--- src/hw/rtl/hed_pkg.sv ---
// ============================================================================
// hed_pkg
// Shared types, register indexes, reset values and default sizes for the
// hysteresis episode detector.
// ============================================================================
package hed_pkg;

    localparam int DEF_MAX_LAG     = 16;
    localparam int DEF_SAMPLE_BITS = 16;
    localparam int DEF_INDEX_BITS  = 32;

    localparam int LAG_BITS       = 5;
    localparam int COUNT_BITS     = 16;
    localparam int OUT_INDEX_BITS = 32;
    localparam int CAUSE_BITS     = 2;
    localparam int CFG_INDEX_BITS = 3;
    localparam int M_TDATA_BITS   = 72;

    localparam int RST_LAG_STEPS         = 1;
    localparam int RST_UP_THRESHOLD      = 16384;
    localparam int RST_DOWN_THRESHOLD    = 8192;
    localparam int RST_DELTA_THRESHOLD   = 4096;
    localparam int RST_MIN_LENGTH        = 1;
    localparam int RST_MISSING_ALLOWANCE = 0;

    typedef enum logic [CFG_INDEX_BITS-1:0] {
        REG_LAG_STEPS         = 3'd0,
        REG_UP_THRESHOLD      = 3'd1,
        REG_DOWN_THRESHOLD    = 3'd2,
        REG_DELTA_THRESHOLD   = 3'd3,
        REG_MIN_LENGTH        = 3'd4,
        REG_MISSING_ALLOWANCE = 3'd5
    } hed_reg_index_t;

    typedef enum logic [CAUSE_BITS-1:0] {
        CAUSE_EXPLICIT = 2'd0,
        CAUSE_MISSING  = 2'd1,
        CAUSE_SEQ_END  = 2'd2
    } hed_cause_t;

endpackage

--- src/hw/rtl/hed_cfg_regs.sv ---
// ============================================================================
// hed_cfg_regs
// Configuration register file, written through a plain write port.
// ============================================================================
module hed_cfg_regs #(
    parameter int SAMPLE_BITS = hed_pkg::DEF_SAMPLE_BITS,
    parameter int CFG_BITS    = (SAMPLE_BITS > hed_pkg::COUNT_BITS) ?
                                SAMPLE_BITS : hed_pkg::COUNT_BITS
)
(
    input  logic                                clk,
    input  logic                                rst_n,
    input  logic                                cfg_wr_en,
    input  logic [hed_pkg::CFG_INDEX_BITS-1:0]  cfg_index,
    input  logic [CFG_BITS-1:0]                 cfg_data,
    output logic [hed_pkg::LAG_BITS-1:0]        lag_steps,
    output logic signed [SAMPLE_BITS-1:0]       up_threshold,
    output logic signed [SAMPLE_BITS-1:0]       down_threshold,
    output logic [SAMPLE_BITS-1:0]              delta_threshold,
    output logic [hed_pkg::COUNT_BITS-1:0]      min_length,
    output logic [hed_pkg::COUNT_BITS-1:0]      missing_allowance
);

    logic [hed_pkg::LAG_BITS-1:0]   lag_reg;
    logic [SAMPLE_BITS-1:0]         up_reg;
    logic [SAMPLE_BITS-1:0]         down_reg;
    logic [SAMPLE_BITS-1:0]         delta_reg;
    logic [hed_pkg::COUNT_BITS-1:0] min_reg;
    logic [hed_pkg::COUNT_BITS-1:0] allow_reg;

    always_ff @(posedge clk or negedge rst_n)
    begin
        if (!rst_n)
        begin
            lag_reg   <= hed_pkg::LAG_BITS'(hed_pkg::RST_LAG_STEPS);
            up_reg    <= SAMPLE_BITS'(hed_pkg::RST_UP_THRESHOLD);
            down_reg  <= SAMPLE_BITS'(hed_pkg::RST_DOWN_THRESHOLD);
            delta_reg <= SAMPLE_BITS'(hed_pkg::RST_DELTA_THRESHOLD);
            min_reg   <= hed_pkg::COUNT_BITS'(hed_pkg::RST_MIN_LENGTH);
            allow_reg <= hed_pkg::COUNT_BITS'(hed_pkg::RST_MISSING_ALLOWANCE);
        end
        else if (cfg_wr_en)
        begin
            case (cfg_index)
                hed_pkg::REG_LAG_STEPS:
                    lag_reg <= cfg_data[hed_pkg::LAG_BITS-1:0];
                hed_pkg::REG_UP_THRESHOLD:
                    up_reg <= cfg_data[SAMPLE_BITS-1:0];
                hed_pkg::REG_DOWN_THRESHOLD:
                    down_reg <= cfg_data[SAMPLE_BITS-1:0];
                hed_pkg::REG_DELTA_THRESHOLD:
                    delta_reg <= cfg_data[SAMPLE_BITS-1:0];
                hed_pkg::REG_MIN_LENGTH:
                    min_reg <= cfg_data[hed_pkg::COUNT_BITS-1:0];
                hed_pkg::REG_MISSING_ALLOWANCE:
                    allow_reg <= cfg_data[hed_pkg::COUNT_BITS-1:0];
                default:
                begin
                end
            endcase
        end
    end

    assign lag_steps         = lag_reg;
    assign up_threshold      = $signed(up_reg);
    assign down_threshold    = $signed(down_reg);
    assign delta_threshold   = delta_reg;
    assign min_length        = min_reg;
    assign missing_allowance = allow_reg;

endmodule

--- src/hw/rtl/hed_history.sv ---
// ============================================================================
// hed_history
// Delay line memory for the lagged difference, with write pointer and a fill
// count that stands in for per-entry valid bits.
// ============================================================================
module hed_history #(
    parameter int MAX_LAG     = hed_pkg::DEF_MAX_LAG,
    parameter int SAMPLE_BITS = hed_pkg::DEF_SAMPLE_BITS
)
(
    input  logic                              clk,
    input  logic                              rst_n,
    input  logic                              accept,
    input  logic signed [SAMPLE_BITS-1:0]     sample_value,
    input  logic                              sample_present,
    input  logic                              end_of_sequence,
    input  logic [hed_pkg::LAG_BITS-1:0]      lag_steps,
    output logic signed [SAMPLE_BITS-1:0]     hist_value,
    output logic                              hist_ok
);

    localparam int PTR_W = (MAX_LAG > 1) ? $clog2(MAX_LAG) : 1;
    localparam int CNT_W = $clog2(MAX_LAG + 1);
    localparam int SUM_W = CNT_W + 2;

    logic [SAMPLE_BITS:0] mem [MAX_LAG];
    logic [SAMPLE_BITS:0] rd_data_reg;

    logic [PTR_W-1:0] ptr_reg;
    logic [PTR_W-1:0] ptr_next;
    logic [CNT_W-1:0] fill_reg;
    logic [CNT_W-1:0] fill_next;
    logic             ref_ok_reg;
    logic             ref_ok_next;

    logic [CNT_W-1:0] lag_k;
    logic [SUM_W-1:0] rd_sum;
    logic [SUM_W-1:0] rd_wrap;
    logic [PTR_W-1:0] rd_addr;

    always_comb
    begin
        if (int'(lag_steps) > MAX_LAG)
        begin
            lag_k = CNT_W'(MAX_LAG);
        end
        else
        begin
            lag_k = CNT_W'(lag_steps);
        end
        rd_sum  = SUM_W'(ptr_reg) + SUM_W'(MAX_LAG) - SUM_W'(lag_k);
        rd_wrap = (rd_sum >= SUM_W'(MAX_LAG)) ? (rd_sum - SUM_W'(MAX_LAG)) : rd_sum;
        rd_addr = rd_wrap[PTR_W-1:0];
    end

    always_comb
    begin
        ptr_next    = ptr_reg;
        fill_next   = fill_reg;
        ref_ok_next = ref_ok_reg;
        if (accept)
        begin
            ref_ok_next = sample_present && (lag_k != '0) && (fill_reg >= lag_k);
            if (end_of_sequence)
            begin
                ptr_next  = '0;
                fill_next = '0;
            end
            else
            begin
                ptr_next  = (ptr_reg == PTR_W'(MAX_LAG - 1)) ? '0 : ptr_reg + 1'b1;
                fill_next = (fill_reg == CNT_W'(MAX_LAG)) ? fill_reg : fill_reg + 1'b1;
            end
        end
    end

    always_ff @(posedge clk or negedge rst_n)
    begin
        if (!rst_n)
        begin
            ptr_reg    <= '0;
            fill_reg   <= '0;
            ref_ok_reg <= 1'b0;
        end
        else
        begin
            ptr_reg    <= ptr_next;
            fill_reg   <= fill_next;
            ref_ok_reg <= ref_ok_next;
        end
    end

    // Read and write share the cycle; a read of the entry being written
    // returns its earlier contents.
    always_ff @(posedge clk)
    begin
        if (accept)
        begin
            mem[ptr_reg] <= {sample_present, sample_value};
            rd_data_reg  <= mem[rd_addr];
        end
    end

    assign hist_value = $signed(rd_data_reg[SAMPLE_BITS-1:0]);
    assign hist_ok    = ref_ok_reg && rd_data_reg[SAMPLE_BITS];

endmodule

--- src/hw/rtl/hed_episode.sv ---
// ============================================================================
// hed_episode
// Second pipeline stage: difference, threshold tests, episode state and the
// result register.
// ============================================================================
module hed_episode #(
    parameter int SAMPLE_BITS = hed_pkg::DEF_SAMPLE_BITS,
    parameter int INDEX_BITS  = hed_pkg::DEF_INDEX_BITS
)
(
    input  logic                                clk,
    input  logic                                rst_n,
    input  logic                                accept,
    input  logic signed [SAMPLE_BITS-1:0]       sample_value,
    input  logic                                sample_present,
    input  logic                                end_of_sequence,
    input  logic signed [SAMPLE_BITS-1:0]       hist_value,
    input  logic                                hist_ok,
    input  logic signed [SAMPLE_BITS-1:0]       up_threshold,
    input  logic signed [SAMPLE_BITS-1:0]       down_threshold,
    input  logic [SAMPLE_BITS-1:0]              delta_threshold,
    input  logic [hed_pkg::COUNT_BITS-1:0]      min_length,
    input  logic [hed_pkg::COUNT_BITS-1:0]      missing_allowance,
    output logic                                in_ready,
    output logic                                out_valid,
    input  logic                                out_ready,
    output logic [hed_pkg::M_TDATA_BITS-1:0]    out_data
);

    localparam int DW    = SAMPLE_BITS + 1;
    localparam int CMP_W = (INDEX_BITS + 1 > hed_pkg::COUNT_BITS) ?
                           INDEX_BITS + 1 : hed_pkg::COUNT_BITS;
    localparam int OW    = hed_pkg::OUT_INDEX_BITS;
    localparam int PAD_W = hed_pkg::M_TDATA_BITS - 2 * OW - hed_pkg::CAUSE_BITS;

    logic                          p1_valid_reg;
    logic                          p1_valid_next;
    logic signed [SAMPLE_BITS-1:0] p1_value_reg;
    logic                          p1_present_reg;
    logic                          p1_last_reg;

    logic                          in_ep_reg;
    logic                          in_ep_next;
    logic [INDEX_BITS-1:0]         index_reg;
    logic [INDEX_BITS-1:0]         index_next;
    logic [INDEX_BITS-1:0]         start_reg;
    logic [INDEX_BITS-1:0]         start_next;
    logic [INDEX_BITS-1:0]         last_valid_reg;
    logic [INDEX_BITS-1:0]         last_valid_next;
    logic [hed_pkg::COUNT_BITS-1:0] miss_reg;
    logic [hed_pkg::COUNT_BITS-1:0] miss_next;

    logic                          out_valid_reg;
    logic                          out_valid_next;
    logic [OW-1:0]                 out_start_reg;
    logic [OW-1:0]                 out_end_reg;
    hed_pkg::hed_cause_t           out_cause_reg;

    logic                          advance;
    logic signed [DW-1:0]          diff;
    logic signed [DW-1:0]          delta_pos;
    logic signed [DW-1:0]          delta_neg;
    logic                          rise_hit;
    logic                          end_evt;
    logic                          miss_over;
    logic                          close_branch;
    logic                          open_after;
    logic [INDEX_BITS-1:0]         start_mid;
    logic [INDEX_BITS-1:0]         last_mid;
    logic [hed_pkg::COUNT_BITS-1:0] miss_mid;
    logic [INDEX_BITS-1:0]         span;
    logic [INDEX_BITS:0]           ep_len;
    logic                          long_enough;
    logic                          emit;
    hed_pkg::hed_cause_t           cause;

    assign advance  = p1_valid_reg && (!out_valid_reg || out_ready);
    assign in_ready = !p1_valid_reg || advance;

    always_comb
    begin
        diff      = DW'(p1_value_reg) - DW'(hist_value);
        delta_pos = $signed({1'b0, delta_threshold});
        delta_neg = DW'(0) - delta_pos;
        rise_hit  = (p1_present_reg && (p1_value_reg >= up_threshold))
                 || (hist_ok && (diff >= delta_pos));
        end_evt   = (p1_present_reg && (p1_value_reg <= down_threshold))
                 || (hist_ok && (diff <= delta_neg));
        miss_over = !p1_present_reg && (miss_reg >= missing_allowance);

        close_branch = in_ep_reg && (end_evt || miss_over);
        start_mid    = start_reg;
        last_mid     = last_valid_reg;
        miss_mid     = miss_reg;
        open_after   = in_ep_reg;
        if (!in_ep_reg)
        begin
            if (rise_hit)
            begin
                open_after = 1'b1;
                start_mid  = index_reg;
                last_mid   = index_reg;
                miss_mid   = '0;
            end
        end
        else if (end_evt || miss_over)
        begin
            open_after = 1'b0;
            miss_mid   = '0;
        end
        else if (p1_present_reg)
        begin
            last_mid = index_reg;
            miss_mid = '0;
        end
        else
        begin
            miss_mid = miss_reg + 1'b1;
        end

        span        = last_mid - start_mid;
        ep_len      = {1'b0, span} + 1'b1;
        long_enough = CMP_W'(ep_len) >= CMP_W'(min_length);
        emit        = (close_branch || (p1_last_reg && open_after)) && long_enough;
        if (close_branch)
        begin
            cause = end_evt ? hed_pkg::CAUSE_EXPLICIT : hed_pkg::CAUSE_MISSING;
        end
        else
        begin
            cause = hed_pkg::CAUSE_SEQ_END;
        end
    end

    always_comb
    begin
        p1_valid_next   = p1_valid_reg;
        in_ep_next      = in_ep_reg;
        index_next      = index_reg;
        start_next      = start_reg;
        last_valid_next = last_valid_reg;
        miss_next       = miss_reg;
        out_valid_next  = out_valid_reg;
        if (accept)
        begin
            p1_valid_next = 1'b1;
        end
        else if (advance)
        begin
            p1_valid_next = 1'b0;
        end
        if (advance)
        begin
            out_valid_next = emit;
            if (p1_last_reg)
            begin
                in_ep_next      = 1'b0;
                index_next      = '0;
                start_next      = '0;
                last_valid_next = '0;
                miss_next       = '0;
            end
            else
            begin
                in_ep_next      = open_after;
                index_next      = index_reg + 1'b1;
                start_next      = start_mid;
                last_valid_next = last_mid;
                miss_next       = miss_mid;
            end
        end
        else if (out_ready)
        begin
            out_valid_next = 1'b0;
        end
    end

    always_ff @(posedge clk or negedge rst_n)
    begin
        if (!rst_n)
        begin
            p1_valid_reg   <= 1'b0;
            in_ep_reg      <= 1'b0;
            index_reg      <= '0;
            start_reg      <= '0;
            last_valid_reg <= '0;
            miss_reg       <= '0;
            out_valid_reg  <= 1'b0;
        end
        else
        begin
            p1_valid_reg   <= p1_valid_next;
            in_ep_reg      <= in_ep_next;
            index_reg      <= index_next;
            start_reg      <= start_next;
            last_valid_reg <= last_valid_next;
            miss_reg       <= miss_next;
            out_valid_reg  <= out_valid_next;
        end
    end

    always_ff @(posedge clk)
    begin
        if (accept)
        begin
            p1_value_reg   <= sample_value;
            p1_present_reg <= sample_present;
            p1_last_reg    <= end_of_sequence;
        end
        if (advance && emit)
        begin
            out_start_reg <= OW'(start_mid);
            out_end_reg   <= OW'(last_mid);
            out_cause_reg <= cause;
        end
    end

    assign out_valid = out_valid_reg;
    assign out_data  = {{PAD_W{1'b0}}, out_cause_reg, out_end_reg, out_start_reg};

endmodule

--- src/hw/rtl/hysteresis_episode_detector_unit.sv ---
// ============================================================================
// hysteresis_episode_detector_unit
// Detects hysteresis episodes in a stream of possibly missing samples and
// emits one record per reported episode.
// ============================================================================
// The block takes one sample per clock cycle while s_tready is high and
// returns zero or one episode record per sample. m_tvalid for a record rises
// when the sample that closes the episode leaves the episode stage and the
// record is loaded into the result register. The rate is set by the delay
// line memory, which is read and written once per sample, and by the episode
// state update, which also runs once per sample. The result register lets a
// new sample in while a record waits; the slave side stalls only while a
// record is held and the next sample sits in the episode stage. After reset
// and after each end of sequence the delay line counts as empty without any
// clearing pass.
module hysteresis_episode_detector_unit #(
    parameter int MAX_LAG     = hed_pkg::DEF_MAX_LAG,
    parameter int SAMPLE_BITS = hed_pkg::DEF_SAMPLE_BITS,
    parameter int INDEX_BITS  = hed_pkg::DEF_INDEX_BITS,
    parameter int CFG_BITS    = (SAMPLE_BITS > hed_pkg::COUNT_BITS) ?
                                SAMPLE_BITS : hed_pkg::COUNT_BITS,
    parameter int S_TDATA_BITS = ((SAMPLE_BITS + 7) / 8) * 8
)
(
    input  logic                               clk,
    input  logic                               rst_n,
    input  logic                               cfg_wr_en,
    input  logic [hed_pkg::CFG_INDEX_BITS-1:0] cfg_index,
    input  logic [CFG_BITS-1:0]                cfg_data,
    input  logic                               s_tvalid,
    output logic                               s_tready,
    input  logic [S_TDATA_BITS-1:0]            s_tdata,   // sample_value
    input  logic                               s_tuser,   // sample_present
    input  logic                               s_tlast,   // end_of_sequence
    output logic                               m_tvalid,
    input  logic                               m_tready,
    output logic [hed_pkg::M_TDATA_BITS-1:0]   m_tdata    // episode_start, episode_end,
                                                          // end_cause, zero fill
);

    logic                              accept;
    logic signed [SAMPLE_BITS-1:0]     sample_value;
    logic [hed_pkg::LAG_BITS-1:0]      lag_steps;
    logic signed [SAMPLE_BITS-1:0]     up_threshold;
    logic signed [SAMPLE_BITS-1:0]     down_threshold;
    logic [SAMPLE_BITS-1:0]            delta_threshold;
    logic [hed_pkg::COUNT_BITS-1:0]    min_length;
    logic [hed_pkg::COUNT_BITS-1:0]    missing_allowance;
    logic signed [SAMPLE_BITS-1:0]     hist_value;
    logic                              hist_ok;

    assign accept       = s_tvalid && s_tready;
    assign sample_value = $signed(s_tdata[SAMPLE_BITS-1:0]);

    hed_cfg_regs #(
        .SAMPLE_BITS (SAMPLE_BITS),
        .CFG_BITS    (CFG_BITS)
    ) u_cfg (
        .clk               (clk),
        .rst_n             (rst_n),
        .cfg_wr_en         (cfg_wr_en),
        .cfg_index         (cfg_index),
        .cfg_data          (cfg_data),
        .lag_steps         (lag_steps),
        .up_threshold      (up_threshold),
        .down_threshold    (down_threshold),
        .delta_threshold   (delta_threshold),
        .min_length        (min_length),
        .missing_allowance (missing_allowance)
    );

    hed_history #(
        .MAX_LAG     (MAX_LAG),
        .SAMPLE_BITS (SAMPLE_BITS)
    ) u_history (
        .clk             (clk),
        .rst_n           (rst_n),
        .accept          (accept),
        .sample_value    (sample_value),
        .sample_present  (s_tuser),
        .end_of_sequence (s_tlast),
        .lag_steps       (lag_steps),
        .hist_value      (hist_value),
        .hist_ok         (hist_ok)
    );

    hed_episode #(
        .SAMPLE_BITS (SAMPLE_BITS),
        .INDEX_BITS  (INDEX_BITS)
    ) u_episode (
        .clk               (clk),
        .rst_n             (rst_n),
        .accept            (accept),
        .sample_value      (sample_value),
        .sample_present    (s_tuser),
        .end_of_sequence   (s_tlast),
        .hist_value        (hist_value),
        .hist_ok           (hist_ok),
        .up_threshold      (up_threshold),
        .down_threshold    (down_threshold),
        .delta_threshold   (delta_threshold),
        .min_length        (min_length),
        .missing_allowance (missing_allowance),
        .in_ready          (s_tready),
        .out_valid         (m_tvalid),
        .out_ready         (m_tready),
        .out_data          (m_tdata)
    );

endmodule

--- config.mk ---
export PLATFORM = sky130hd
export DESIGN_NAME = hysteresis_episode_detector_unit
export DESIGN_NICKNAME = d
export VERILOG_FILES = /design/src/hw/rtl/hed_pkg.sv /design/src/hw/rtl/hed_cfg_regs.sv /design/src/hw/rtl/hed_history.sv /design/src/hw/rtl/hed_episode.sv /design/src/hw/rtl/hysteresis_episode_detector_unit.sv
export SDC_FILE = /design/constraint.sdc
export NUM_CORES = 1
export LEC_CHECK = 0
export BUFFER_PORTS_ARGS = -buffer_cell sky130_fd_sc_hd__buf_2
export CAP_MARGIN = 20
export CORE_ASPECT_RATIO = 0.5
export CORE_UTILIZATION = 29
export CTS_CLUSTER_SIZE = 28
export DETAILED_ROUTE_END_ITERATION = 7
export PLACE_DENSITY = 0.53
export SKIP_CTS_REPAIR_TIMING = 1
export SLEW_MARGIN = 0
export SYNTH_ARGS = -nofsm -noshare
export SYNTH_HDL_FRONTEND = slang
export SYNTH_SLANG_ARGS = --single-unit
--- constraint.sdc ---
create_clock -name clk -period 16.14 [get_ports clk]
set_input_delay 0.807 -clock clk [delete_from_list [all_inputs] [get_ports clk]]
set_output_delay 0.807 -clock clk [all_outputs]
set_load 0.05 [all_outputs]
* Yosys cells after proc, flatten, opt, wreduce, memory -nomap -nowiden
Memory sizes are Yosys's and may differ from the RTL's. A register that Yosys moved wholly into a read port is not among the register bits. Index checks and enable logic that the tools add are counted.
Cells by class: reductions and logical operators 36, equal/unequal tests 8, muxes and demuxes 31, $add $sub $neg 11, order comparisons 9
Operators by type and width (count):
- 32-bit two-way mux | 9
- 16-bit two-way mux | 5
- 32-bit by 1-bit adder with 33-bit output, second input constant | 1
- 33-bit by 16-bit >= comparator with 1-bit output | 1
- 32-bit by 1-bit adder with 32-bit output, second input constant | 1
- 16-bit >= comparator | 2
- 32-bit subtractor | 1
- 17-bit >= comparator | 1
- 17-bit <= comparator | 1
- 1-bit by 16-bit subtractor with 17-bit output, first input constant | 1
- 16-bit by 16-bit subtractor with 17-bit output | 1
- 16-bit by 1-bit adder with 16-bit output, second input constant | 1
- 16-bit <= comparator | 1
- 2-bit AND reduction | 8
- 5-bit two-way mux | 3
- 1-bit logical AND | 14
- 4-bit two-way mux | 3
- 1-bit two-way mux | 11
- 7-bit by 5-bit >= comparator with 1-bit output, second input constant | 1
- 6-bit by 5-bit subtractor with 7-bit output | 1
- 4-bit by 5-bit adder with 6-bit output, second input constant | 1
- 3-bit by 2-bit == test with 1-bit output, second input constant | 2
- 3-bit == test, second input constant | 2
- 1-bit logical OR | 6
- other kinds (14) | 17
Storage, ports and cells: word-level logic and storage cells 118, RAM bits 272, output and inout bits 74, bits of input ports 42, bits in registers 294, memories kept 1
Memory list:
- u_history.mem | depth 16, bits a word 17, rd ports 1, clocked after Yosys merged registers in 1, wr ports 1, RTL line hed_history.sv:26 | logic [SAMPLE_BITS:0] mem [MAX_LAG];

* Depth between registers and ports, before layout
Gate-level depths: netlist of the first run.
depth in word-level cells 12, gate-level depth with buffers 53

* By module
A second synthesis of the first run with hierarchy kept.
Unflattened totals: cell total of the unflattened synthesis 2311, area, all modules 29879.9 um^2
Modules (own cells, without submodules):
- hed_episode | cells an instance 1569, area each 14645.3 um^2, seq. area each 5400.2 um^2, times used 1
- hed_history | cells an instance 557, area each 11961.5 um^2, seq. area each 8928.6 um^2, times used 1
- hed_cfg_regs | cells an instance 184, area each 3266.9 um^2, seq. area each 2133.3 um^2, times used 1
- hysteresis_episode_detector_unit | cells an instance 1, area each 6.3 um^2, seq. area each 0.0 um^2, times used 1

* Worst setup path after synthesis of the first run
OpenSTA, ideal clock, no wires.
kind register -> register, start register u_episode.p1_value_reg[1], end register u_episode.out_cause_reg[0] (enable), data arrival time 15.345 ns, setup time 0.652 ns, cell stages (with the launch flop) 51, setup slack 0.142 ns, cells stage by stage edfxtp_1 ha_1 nor2b_1 o21ai_0 nand2b_1 a21o_1 a21o_1 a21o_1 a21o_1 a21oi_1 o21ai_0 and2_1 o21ai_0 nand2b_1 a21o_1 a21o_1 a21o_1 a21oi_1 [... 15 more ...] nor2_1 and2_2 nand2_1 or3_1 buf_6 nand2_2 xnor2_2 nor4_2 nand2b_1 or2b_2 xnor2_1 ha_1 nand4_1 nor4_1 a211o_1 or4_1 nor4_2 nor4_1
On the way: cells in the longest elaborated chain, start to end 12, elaborated cells between the ends (all ways) 28
Ends and longest elaborated chain:
- from (decl) | RTL line hed_episode.sv:38 | logic signed [SAMPLE_BITS-1:0] p1_value_reg;
- from (signal assigned) | RTL line hed_episode.sv:206 | p1_value_reg <= sample_value;
- 16-bit by 16-bit subtractor with 17-bit output | RTL line hed_episode.sv:82 | diff = DW'(p1_value_reg) - DW'(hist_value);
- 17-bit <= comparator | RTL line hed_episode.sv:88 | || (hist_ok && (diff <= delta_neg));
- 1-bit logical AND | RTL line hed_episode.sv:88
- 1-bit logical OR | RTL line hed_episode.sv:88
- 1-bit logical OR | RTL line hed_episode.sv:106 | else if (end_evt || miss_over)
- 32-bit two-way mux | RTL line hed_episode.sv:106
- 32-bit two-way mux (*) | RTL line hed_episode.sv:96 | if (!in_ep_reg)
- via u_episode.last_mid[4] | RTL line hed_episode.sv:69 | logic [INDEX_BITS-1:0] last_mid;
- 32-bit subtractor (*) | RTL line hed_episode.sv:121 | span = last_mid - start_mid;
- 32-bit by 1-bit adder with 33-bit output (*) | RTL line hed_episode.sv:122 | ep_len = {1'b0, span} + 1'b1;
- 33-bit by 16-bit >= comparator with 1-bit output (*) | RTL line hed_episode.sv:123 | long_enough = CMP_W'(ep_len) >= CMP_W'(min_length);
- 1-bit logical AND (*) | RTL line hed_episode.sv:124 | emit = (close_branch || (p1_last_reg && open_after)) && long_enough;
- 1-bit logical AND (*) | RTL line hed_episode.sv:210 | if (advance && emit)
- to (signal assigned) | RTL line hed_episode.sv:214 | out_cause_reg <= cause;
- to (decl) | RTL line hed_episode.sv:57 | hed_pkg::hed_cause_t out_cause_reg;
The timed path passes the listed nets; every way through them passes the cells marked *. A chain may end at the register's enable or synchronous reset.

* Worst setup path in the final report of the first run
start register u_episode.p1_value_reg[1], end register u_episode.out_end_reg[14] (enable)
On the way: cells in the longest elaborated chain, start to end 12, elaborated cells between the ends (all ways) 28
Ends and longest elaborated chain:
- 16-bit by 16-bit subtractor with 17-bit output | RTL line hed_episode.sv:82
- 17-bit <= comparator | RTL line hed_episode.sv:88
- 1-bit logical AND | RTL line hed_episode.sv:88
- 1-bit logical OR | RTL line hed_episode.sv:88
- 1-bit logical OR | RTL line hed_episode.sv:106
- 32-bit two-way mux | RTL line hed_episode.sv:106
- 32-bit two-way mux (*) | RTL line hed_episode.sv:96
- via u_episode.last_mid[1] | RTL line hed_episode.sv:69
- 32-bit subtractor (*) | RTL line hed_episode.sv:121
- 32-bit by 1-bit adder with 33-bit output (*) | RTL line hed_episode.sv:122
- 33-bit by 16-bit >= comparator with 1-bit output (*) | RTL line hed_episode.sv:123
- 1-bit logical AND (*) | RTL line hed_episode.sv:124
- 1-bit logical AND (*) | RTL line hed_episode.sv:210
- to (signal assigned) | RTL line hed_episode.sv:213 | out_end_reg <= OW'(last_mid);
- to (decl) | RTL line hed_episode.sv:56 | logic [OW-1:0] out_end_reg;
Marked as above.

==> results of run 1 <==
[power by group through the flow]
stage / Clock, mW / Combinational [mW] / Sequential (mW)
floorplan: 0 / 1.42 / 1.95
global placement: 0 / 2.07 / 1.87
detailed placement: 0 / 2.07 / 1.87
CTS: 1.44 / 2.09 / 1.84
global route: 1.50 / 2.28 / 1.85
finish: 1.40 / 2.07 / 1.84
[kinds of logic (layout without fill, tap and decap cells)]
group                    after synthesis  after routing
XOR/XNOR                              99             99
AND/OR/NAND/NOR                      585            585
adder cells (fa/ha/maj)              163            163
multiplexers                         192            192
AO/OA/AOI/OAI                        480            480
flip-flops                           583            583
other                                  1              7
buffers and inverters                266            427
[worst max-delay path, delay by kind of cell, from the launching register on]
kind | cells | cell delay [ps]
AOI/OAI and AO/OA | 28 | 5430
and+or+nand+nor | 12 | 3300
buffers and inverters | 4 | 1200
adders and majority gates | 4 | 1170
DFF | 1 | 440
muxes | 1 | 410
xor gates and xnor gates | 2 | 300
[cell usage in the layout, fill, tap and decap left out, types with 9 or more instances in the layout]
cell type	netlist	layout
edfxtp_1	373	373
dfrtp_1	205	205
nand2_1	179	179
inv_1	171	171
o21ai_0	165	165
ha_1	160	159
buf_2	0	108
a21oi_1	99	99
nor2_1	103	99
mux2_2	72	72
mux4_2	68	68
clkbuf_16	0	58
mux2i_1	52	52
a21o_1	49	49
xnor2_1	49	48
nand3_1	47	47
xor2_1	47	46
nor3_1	46	45
nand4_1	37	37
nor2b_1	37	37
buf_4	6	37
a22o_1	33	33
and2_1	26	26
a211oi_1	24	24
and3_1	19	19
a31oi_1	18	18
nand2b_1	17	17
clkinv_1	1	15
nor4_1	14	13
o31ai_1	13	13
clkinv_2	0	12
o21a_1	9	9
or3_1	9	9
[through the flow]
step	power [mW]	instances	worst slack, ps
4_1_cts	5.37	3879	3410
3_3_place_gp	3.93	3770	3830
6_report	5.31	3880	3480
5_1_grt	5.63	3879	2520
3_5_place_dp	3.94	3770	3530
2_1_floorplan	3.36	2374	142
[routing by layer]
layer / wire length [um] / GRT usage [%] / vias up
met5: 25 / 0 / -
met4: 1380 / 3.44 / 4
met3: 2930 / 2.00 / 84
met2: 36000 / 24.4 / 358
met1: 36100 / 20.5 / 9586
li1: - / - / 8997
[worst paths after layout]
| path | start | endpoint | depth (start not counted) |
|---|---|---|---|
| worst max-delay path | u_episode.p1_value_reg[1] | u_episode.out_end_reg[14] | 51 |
| worst min-delay path | rst_n | u_cfg.delta_threshold[8] | 1 |
| worst max register to register | u_episode.p1_value_reg[1] | u_episode.out_end_reg[14] | 51 |
| worst min register to register | u_episode.start_reg[19] | u_episode.start_reg[19] | 2 |
| max in group asynchronous | rst_n | u_episode.last_valid_reg[17] | 2 |
| min in group clk | s_tvalid | u_episode.p1_valid_reg | 2 |
[final cells by class]
type | count | area [sq um] | area share (%)
diodes | 1 | 2.50 | 0.00745
clock buffers | 65 | 1480 | 4.40
clock inverters | 44 | 494 | 1.47
inverters | 172 | 646 | 1.92
multi-input cells | 1525 | 12000 | 35.7
flip-flops and latches | 583 | 16500 | 49.0
well taps | 1344 | 1680 | 5.01
repair buffers | 146 | 833 | 2.48
==> flow_metrics.tcl, run 1 <==
set metrics [dict create \
    cts_tree "built" \
    ctsLongestPathBuffers 3 \
    fin_skew_ps 62.6 \
    muxShareOfSynthArea_pct 9.72 \
    required_ps 16440 \
    ios 116 \
    placed_cell_area_sq_um 31600 \
    post-synth-top-count-cell "edfxtp_1" \
    grt_usage_pct 14.7 \
    drive_above_1_share_pct 17.2 \
    p_sw_mw 1.94 \
    synth-seq-area-share_pct 55.9 \
    cts_buffers 58 \
    grt_pass1_vias 18900 \
    viasPerCell 4.90 \
    n_fill_cell 9996 \
    critical-path-max-stage-delay_ps 770 \
    switching_share_pct 36.6 \
    synth_top_area_share_pct 38.0 \
    synth_top_family_by_area "compound AO/OA/AOI/OAI gates" \
    utilization_pct 33.5 \
    relSlewSlack_pct 19.5 \
    synth_xor_area_share_pct 3.06 \
    min_path_type "in2async" \
    nets 2691 \
    clock_sinks 583 \
    hpwl_um 52600 \
    irDropWorstVdd_mv 0.100 \
    synth_warnings 0 \
    initial_core_util_pct 29.3 \
    synthArstFlopShare_pct 36.0 \
    core_sq_um 100000 \
    critPathArrivalTime_ps 12960 \
    die_w_um 453 \
    p_leak_nw 13.5 \
    drv_cap 0 \
    rows 82 \
    clockRootBuffer "clkbuf_16" \
    crit_type "reg2reg" \
    clk-insertion-delay-late_ps 670 \
    grt_antenna_before_repair 2 \
    h-tree-depth 2 \
    drv_slew 0 \
    setup_tns_ps 0 \
    powerDensity_nw_per_um2 158 \
    synth-edff-count 373 \
    drt-initial-drc-count 1220 \
    p_int_mw 3.36 \
    fin_hold_ws_ps 226 \
    rsz0062_at_grt "false" \
    syn_inst 2369 \
    drc 0 \
    clockPowerShare_pct 26.5 \
    yosys.area_share.simple_pct 10.2 \
    pwr-share-comb_pct 38.9 \
    largest_register_ffs 272 \
    synth.avg_cell_area_sq_um 12.4 \
    vias 19000 \
    overflow 0 \
    gp_congestion 0.901 \
    synthTopCellsByCount "edfxtp_1, dfrtp_1, nand2_1, inv_1, o21ai_0" \
    p_seq_share_pct 34.6 \
    status "completed" \
    worst_pin_slew_ps 1190 \
    synthAdderAreaFrac_pct 7.00 \
    synth_compound_area_share_pct 10.5 \
    syn2layout_area_growth_pct 14.1 \
    finalSetupViolCount 0 \
    wire_per_inst_um 19.7 \
    die_h_um 227 \
    ys.flop_type "edfxtp_1" \
    finalCriticalPeriod_ps 12660 \
    synth_top_cell_by_area "edfxtp_1" \
    design_area_sq_um 33600 \
    synth_area_leaders "edfxtp_1, dfrtp_1, ha_1, mux4_2, o21ai_0" \
    grt_max_degree 101 \
    largest-register "u_history.mem" \
    slowest_stage "nand2_1" \
    grt_pass1_wl_um 117000 \
    antenna_left 0 \
    clk_pin_slew_ps 70 \
    critPathLaunchType "flop" \
    fin_crit_sh_pct 78.5 \
    routed_wirelength_um 76400 \
    portBuffers 109 \
    end_kind "flop" \
    first_pass_iters 7 \
    die_area_sq_um 103000 \
    r2r_setup_slack_ps 3480 \
    clock.fmax_ghz 0.0790 \
    ys_seq_elements 583 \
    crit_top_cell "a21o_1" \
    worstPathMaxFanout 39 \
    syn_area_sq_um 29400 \
    yosysUniqueCellTypes 100 \
    finalHoldViolCount 0 \
]
No activity file was read; power rests on OpenSTA's default activity.
==> run 2: changes to the inputs <==
Clock period 16.14 ns to 10.6 ns, I/O delays scaled along.
==> flow_metrics.tcl, run 2 (synthesis gave the netlist of run 1 again) <==
set metrics [dict create \
    p_seq_share_pct 33.6 \
    gp_congestion 0.903 \
    wire_per_inst_um 19.5 \
    grt_usage_pct 14.7 \
    design_area_sq_um 34600 \
    clockPowerShare_pct 25.0 \
    grt_antenna_before_repair 3 \
    cts_tree "built" \
    worst_pin_slew_ps 990 \
    core_sq_um 100000 \
    grt_pass1_vias 19200 \
    required_ps 10980 \
    drt-initial-drc-count 1365 \
    syn2layout_area_growth_pct 17.4 \
    grt_max_degree 74 \
    mostFrequentLayoutCells "edfxtp_1, dfrtp_1, nand2_1, inv_1, ha_1" \
    switching_share_pct 36.8 \
    relSlewSlack_pct 33.6 \
    num_antenna_cells 0 \
    fin_ws_ps 428 \
    status "completed" \
    clock.fmax_ghz 0.0983 \
    nets 2746 \
    die_h_um 227 \
    clk-insertion-delay-late_ps 670 \
    grt_pass1_wl_um 116000 \
    rows 82 \
    fin_crit_sh_pct 96.0 \
    p_int_mw 5.27 \
    antenna_left 0 \
    vias 19000 \
    cts_buffers 57 \
    drc 0 \
    routed_wirelength_um 76800 \
    min_path_type "in2reg" \
    first_pass_iters 5 \
    p_leak_nw 13.9 \
    end_kind "flop" \
    worstPathMaxFanout 10 \
    slowest_stage "or4_4" \
    largest-register "u_history.mem" \
    critPathLaunchType "flop" \
    irDropWorstVdd_mv 0.161 \
    drive_above_1_share_pct 20.9 \
    finalCriticalPeriod_ps 10170 \
    crit_type "reg2reg" \
    drv_slew 0 \
    powerDensity_nw_per_um2 241 \
    clk_pin_slew_ps 70 \
    finalHoldViolCount 0 \
    ios 116 \
    portBuffers 109 \
    crit_top_cell "a21o_1" \
    critPathArrivalTime_ps 10560 \
    p_sw_mw 3.07 \
    overflow 0 \
    final_common_cell "edfxtp_1" \
    placed_cell_area_sq_um 32000 \
    largest_register_ffs 272 \
    hpwl_um 53300 \
    setup_tns_ps 0 \
    die_w_um 453 \
    clockRootBuffer "clkbuf_16" \
    critical-path-max-stage-delay_ps 500 \
    clock_sinks 583 \
    viasPerCell 4.84 \
    h-tree-depth 2 \
    drv_cap 0 \
    die_area_sq_um 103000 \
    ctsLongestPathBuffers 3 \
    finalSetupViolCount 0 \
    initial_core_util_pct 29.3 \
    utilization_pct 34.5 \
    fin_skew_ps 52.9 \
    pre_cts_slack_ps 58.3 \
    pwr-share-comb_pct 41.4 \
    finalPower_mw 8.34 \
]
==> run 2: cell types whose count changed in the layout (fill, tap and decap cells not counted), sizes merged <==
cell	previous run	this run
buf	146	199
bufinv	8	6
clkbuf	65	76
clkinv	31	19
clkinvlp	6	7
diode	1	0
dlygate4sd3	0	1
inv	171	173
==> run 2: per-layer routing <==
layer	track usage (%)	part of all wire, %	vias to the layer above
met4	3.48	1.8	6
met1	20.2	47	9559
met3	2.33	3.9	89
met5	0	0.055	-
met2	24.3	48	279
li1	-	-	9113
==> run 2: power by group through the flow <==
stage | registers [mW] | clock network, mW | logic, mW
after floorplan | 2.96 | 0 | 2.24
after global placement | 2.85 | 0 | 3.24
after detailed placement | 2.85 | 0 | 3.26
after CTS | 2.80 | 2.14 | 3.27
after global routing | 2.83 | 2.23 | 3.79
final | 2.80 | 2.09 | 3.45
==> run 2: layout make-up <==
type / instances / area (sq um)
clock buffers: 74 / 1500
clock inverters: 33 / 412
fillers: 9870 / 65800
inverters: 172 / 646
multi-input cells: 1525 / 12400
flip-flops and latches: 583 / 16500
well taps: 1344 / 1680
repair buffers: 202 / 1490
==> run 2: path summary, 6_finish.rpt <==
kind,from,to,slack (ps),depth (start not counted)
worst max-delay path,u_episode.p1_value_reg[1],u_episode.out_start_reg[17],430,51
worst min-delay path,s_tvalid,u_episode.p1_valid_reg,120,2
worst max register to register,u_episode.p1_value_reg[1],u_episode.out_start_reg[17],430,51
worst min register to register,u_episode.start_reg[12],u_episode.start_reg[12],480,2
max in group asynchronous,rst_n,u_episode.last_valid_reg[17],7910,4
min in group asynchronous,rst_n,u_cfg.missing_allowance[6],400,2
==> run 2: worst max-delay path, delay by kind of cell, from the launching register on <==
family / cells / cell delay [ps]
AOI/OAI and AO/OA: 27 / 4680
and+or+nand+nor: 11 / 2270
adders and majority gates: 5 / 1300
buffers and inverters: 5 / 700
DFF: 1 / 440
muxes: 1 / 260
xor gates and xnor gates: 2 / 230
==> run 2: stage by stage <==
step | hold WS [ps] | instances
floorplan | 234 | 2374
global placement | 462 | 3779
detailed placement | 470 | 3786
CTS | -198 | 3893
global route | 96.5 | 3933
finish | 117 | 3933
